File: src/sv/rlca_pkg.sv
// rlca_pkg: shared constants and types for the ray/line closest-approach unit.
// No dependencies.
package rlca_pkg;

    localparam int DEF_COORD_WIDTH      = 16;
    localparam int DEF_COORD_FRAC_BITS  = 8;
    localparam int DEF_RESULT_FRAC_BITS = 16;

    localparam int RES_W  = 32;
    localparam int DIV_Q_W = 64;
    localparam int ROOT_W = 32;

    localparam logic [RES_W-1:0] SAT_POS = {1'b0, {(RES_W-1){1'b1}}};
    localparam logic [RES_W-1:0] SAT_NEG = {1'b1, {(RES_W-1){1'b0}}};
    localparam logic [RES_W-1:0] SAT_U   = {RES_W{1'b1}};

    typedef struct packed {
        logic [RES_W-1:0] ray_param;
        logic [RES_W-1:0] line_param;
        logic             parallel;
        logic             dist_sat;
    } rlca_side_t;

endpackage

File: src/sv/rlca_sqrt.sv
// rlca_sqrt: pipelined integer square root, one root bit per stage, with a
// sideband carried alongside. Depends on rlca_pkg.
module rlca_sqrt
    import rlca_pkg::*;
#(
    parameter int RW     = ROOT_W,
    parameter int SIDE_W = 1
)
(
    input  logic              clk,
    input  logic              rst_n,
    input  logic              en,
    input  logic              in_valid,
    input  logic [2*RW-1:0]   rad,
    input  logic [SIDE_W-1:0] side_in,
    output logic              out_valid,
    output logic [RW-1:0]     root,
    output logic [SIDE_W-1:0] side_out
);

    logic              valid_reg [0:RW];
    logic [2*RW-1:0]   rad_reg   [0:RW-1];
    logic [RW:0]       rem_reg   [0:RW-1];
    logic [RW-1:0]     root_reg  [0:RW];
    logic [SIDE_W-1:0] side_reg  [0:RW];

    always_ff @(posedge clk or negedge rst_n)
    begin
        if (!rst_n)
        begin
            for (int i = 0; i <= RW; i++)
            begin
                valid_reg[i] <= 1'b0;
            end
        end
        else if (en)
        begin
            valid_reg[0] <= in_valid;
            for (int i = 1; i <= RW; i++)
            begin
                valid_reg[i] <= valid_reg[i-1];
            end
        end
    end

    always_ff @(posedge clk)
    begin
        if (en)
        begin
            rad_reg[0]  <= rad;
            rem_reg[0]  <= '0;
            root_reg[0] <= '0;
            side_reg[0] <= side_in;
        end
    end

    for (genvar g = 0; g < RW; g++)
    begin : g_stage
        logic [RW+2:0] rem2;
        logic [RW+2:0] trial;
        logic [RW+2:0] diff;
        logic          take;

        assign rem2  = {rem_reg[g], rad_reg[g][2*RW-1:2*RW-2]};
        assign trial = {1'b0, root_reg[g], 2'b01};
        assign diff  = rem2 - trial;
        assign take  = (rem2 >= trial);

        always_ff @(posedge clk)
        begin
            if (en)
            begin
                root_reg[g+1] <= {root_reg[g][RW-2:0], take};
                side_reg[g+1] <= side_reg[g];
            end
        end

        if (g + 1 < RW)
        begin : g_rem
            always_ff @(posedge clk)
            begin
                if (en)
                begin
                    rem_reg[g+1] <= take ? diff[RW:0] : rem2[RW:0];
                    rad_reg[g+1] <= {rad_reg[g][2*RW-3:0], 2'b00};
                end
            end
        end
    end

    assign out_valid = valid_reg[RW];
    assign root      = root_reg[RW];
    assign side_out  = side_reg[RW];

endmodule

File: config.mk
export PLATFORM = sky130hd
export DESIGN_NAME = rlca_sqrt
export DESIGN_NICKNAME = d
export VERILOG_FILES = /design/src/sv/rlca_pkg.sv /design/src/sv/rlca_sqrt.sv
export SDC_FILE = /design/constraint.sdc
export NUM_CORES = 2
export LEC_CHECK = 0
export BUFFER_PORTS_ARGS = -buffer_cell sky130_fd_sc_hd__buf_4
export CELL_PAD_IN_SITES_DETAIL_PLACEMENT = 0
export CELL_PAD_IN_SITES_GLOBAL_PLACEMENT = 1
export CORE_AREA = 8 8 501 503
export DETAILED_ROUTE_END_ITERATION = 8
export DIE_AREA = 0 0 509 511
export MAX_ROUTING_LAYER = met4
export PLACE_DENSITY = 0.84
export SLEW_MARGIN = 10
export SYNTH_ARGS = -nofsm -noshare
export SYNTH_HDL_FRONTEND = slang
export SYNTH_MEMORY_MAX_BITS = 65536
export SYNTH_SLANG_ARGS = --single-unit
export TNS_END_PERCENT = 20
File: constraint.sdc
create_clock -name clk -period 9.5 [get_ports clk]
set_input_delay 0.95 -clock clk [delete_from_list [all_inputs] [get_ports clk]]
set_output_delay 0.95 -clock clk [all_outputs]
set_load 0.01 [all_outputs]
==> impl_results.md <==
* Place WS at slightly above 5000 ps
* Post-synthesis sequential area ratio at about two thirds
* RSZ-0062 raised after global routing: false
* Vias in the first global route at 70200
* Cell mode on critical path: o21a_1
* Leak Pwr at ~51 nW
* Ys async rst share at 1.26%
* Worst-Margin Slew at between 1000 and 1500 ps
* Post-CTS Setup Bufs at 0
* Final #Nets at between 10000 and 15000
* H-tree Lvls at 5
* Routed WL per cell at about 19 µm
* Total congestion overflow at 0
* Worst EP required at approximately 10000 ps
* Root Buffer Master: clkbuf_16
* Post-detail-place hpwl at around 170000 µm
* Hold WC Path Type: in2reg
* CTS tree: built
* Antenna violations before repair at 2
* Syn_nets at slightly below 10000
* Total power at 33.1 mW
* Max-cap violations at 0
* Via density at 5.51
* Initial core utilization at about half
* Core Rows at between 150 and 200
* Core Box Area at approximately 240000 µm²
* Maximum VDD drop at 194 µV
* Antenna-violating nets left at 0
* DR vias at about 71000
* Clock-pin slew on the worst setup and hold paths at ~60 ps
* Yosys warns at 0
* CP Buf/Inv Count at 2
* Worst rel slew slack at a little under a fifth
* Syn avg cell area at 13.1 µm²
* Max FFs per register at between 1000 and 1500
* IO Pins at 103
* Layout fillers at roughly 20000
* Final worst slack at between 5000 and 6000 ps
* Final wirelength at 241000 µm
* CP top delay family: compound AO/OA/AOI/OAI gates
* Post-Syn Area at 121000 µm²
* Setup CP Type: reg2reg
* CP peak stage delay at just under 1000 ps
* Worst setup EP type: flip-flop
* Predominant post-synthesis flop cell: edfxtp_1
* First-pass GRT wire length at roughly 380000 µm
* Die H at slightly above 500 µm
* I/O Buffers at ~100
* Number of distinct library cells after synthesis at between 90 and 100
* Post-CTS sizing at 0
* Setup violators final at 0
* Layout cell share with drive strength beyond 1 at under 10%
* Worst-path cell with the longest stage delay: a311oi_4
* Status: finished clean
* Pwr/cell area at approximately 250 nW/µm²
* Later-pin clock latency in the skew report at 950 ps
* CTS Buf Count at slightly below 300
* Crit path max fanout at 36
* Startpoint types: flip-flop
* Synth area leaders: edfxtp_1 (65%), ha_1 (5.8%), xor2_1 (3.0%)
* DRC Markers at 0
* Critical path arrival at approximately 5000 ps
* TritonRoute pass-1 iters at 7
* Share of the clock period used by the worst path at 46.3%
* Fin crit period at ~4400 ps
* Fmax at about 0.23 GHz
* Max Slew Vio Count at 0
* Number of synthesized flops with an enable pin at 2592
* Buffer depth of the longest clock path at 4
* Clock Sinks at 2625
* Hold Fails Final Rpt at 0
* CP Cell Sequence: inv_1, ha_1, o21a_1, o21a_1, o41ai_1, o21ai_1, a211o_1, a311oi_4, buf_4, a2111oi_0, xor2_1
* Synth area leader: edfxtp_1
* Yosys reg bits at approximately 2600
* RePlAce Congestion at 0.898
* Die area at between 200000 and 300000 µm²
* FF/Latch Area at 78700 µm²
* Total track usage at 18.7%
* Final Skew at 88.6 ps
* Multi-input logic area at between 30000 and 40000 µm²
* Syn Inst Count at just over 9000
* Chip width at 509 µm
* Initial DRC Count at around 5600
* TNS Setup at 0 ps
* Yosys top cell area share at 64.5%
* Largest net degree at the start of global routing at 186
* Synthesis-to-finish area growth at 11.7%
[metal layers]
| layer | part of all wire, % | track usage, % | vias up |
|---|---|---|---|
| li1 | - | - | 34700 |
| met2 | 49 | 31.3 | 1540 |
| met4 | 3.2 | 5.78 | 0 |
| met1 | 43 | 23.8 | 34400 |
| met3 | 3.9 | 2.49 | 487 |
| met5 | 0 | - | - |
[worst reg2reg max path, cell delays in order, from the launching register on]
cell	delay, ps
edfxtp_1	400
inv_1	90
ha_1	270
o21a_1	150
o21a_1	200
o41ai_1	440
o21ai_1	250
a211o_1	480
a311oi_4	990
buf_4	500
a2111oi_0	180
xor2_1	180
[synthesized netlist by cell type, drive strengths merged, types with 11 or more instances]
master / instances
nor3: 221
o21a: 98
nand4: 90
or4: 69
nor2: 560
o31a: 13
nand3b: 23
and2: 39
edfxtp: 2592
inv: 728
clkbuf: 158
or3: 93
a21oi: 542
o211ai: 46
mux2: 121
a31o: 11
xor2: 407
a211o: 15
dfrtp: 33
ha: 561
o2111ai: 11
o31ai: 57
a21o: 208
nand2: 613
a211oi: 51
or2: 39
a2111oi: 22
nand3: 158
xnor2: 391
o21bai: 40
nand4b: 21
nand2b: 114
nor4: 131
a41oi: 19
a311oi: 11
a21boi: 26
o41ai: 14
nor3b: 18
nor2b: 94
mux2i: 20
and3: 54
a31oi: 55
o21ai: 494
[cells in the final DEF (no fill, tap or decap), types with 90 or more instances in the layout]
master / count
edfxtp_1: 2592
xor2_1: 407
xnor2_1: 391
inv_1: 713
nand4_1: 90
clkbuf_16: 301
o21ai_0: 336
a21o_1: 208
nand3_1: 158
a21oi_1: 541
nor2b_1: 94
nor4_1: 129
buf_4: 141
nor3_1: 219
or3_1: 92
nor2_1: 559
o21a_1: 98
o21ai_1: 158
nand2b_1: 114
nand2_1: 613
ha_1: 561
[final cells by class]
cell class                      instances  share of cell area (%)
Timing Repair Buffer                  154                   0.977
Inverter                              728                    2.03
Clock buffer                          352                    5.73
Tap cell                             3202                    2.97
Sequential cell                      2625                    58.4
Clock inverter                        163                    1.19
Multi-Input combinational cell       5684                    28.7
Antenna cell                            2                 0.00372
[power by group]
group	switching, mW	internal, mW
sequential	0.965	14.6
clock	4.38	6.60
combinational	3.83	2.70
total	9.18	23.9
[kinds of logic (layout without fill, tap and decap cells)]
group                    after synthesis  in the layout  share of synthesized area, %
multiplexers                         141            141                          1.30
flip-flops                          2625           2625                          65.2
buffers and inverters                895           1397                          2.79
other                                  1              3                       0.00311
XOR/XNOR                             798            798                          5.80
AO/OA/AOI/OAI                       1810           1810                          9.29
AND/OR/NAND/NOR                     2373           2373                          9.77
adder cells (fa/ha/maj)              561            561                          5.82
[timing repair]
item | 4_1_cts | 5_1_grt
endpoints found under the setup margin | 0 | 0
endpoints found under the hold margin | 33 | 0
hold buffers | 1 | 0
[path summary, 6_finish.rpt]
| kind | startpoint | end | slack [ps] | depth (start not counted) |
|---|---|---|---|---|
| setup / recovery | root_reg[1][448]$_DFFE_PP_ | rem_reg[31][32]$_DFFE_PP_ | 5100 | 11 |
| hold / removal | rad[51] | rad_reg[0][51]$_DFFE_PP_ | 180 | 1 |
| setup reg to reg | root_reg[1][448]$_DFFE_PP_ | rem_reg[31][32]$_DFFE_PP_ | 5100 | 11 |
| hold reg to reg | rad_reg[1][56]$_DFFE_PP_ | rad_reg[2][58]$_DFFE_PP_ | 390 | 0 |
| max in group asynchronous | rst_n | valid_reg[29]$_DFFE_PN0P_ | 8700 | 2 |
| min in group asynchronous | rst_n | valid_reg[7]$_DFFE_PN0P_ | 510 | 2 |
[metrics by stage]
| step | std cells | hold WS (ps) | area, µm² | utilization, % |
|---|---|---|---|---|
| 5_1_grt | 12900 | 118 | 135000 | 55.5 |
| 6_report | 12900 | 178 | 135000 | 55.5 |
| 4_1_cts | 12900 | 93.8 | 135000 | 55.5 |
| 2_1_floorplan | 9204 | 400 | 121000 | - |
| 3_3_place_gp | 12400 | 400 | 125000 | 51.7 |
| 3_5_place_dp | 12400 | 405 | 125000 | 51.7 |
Note: power is estimated with default switching activity, not from simulation.
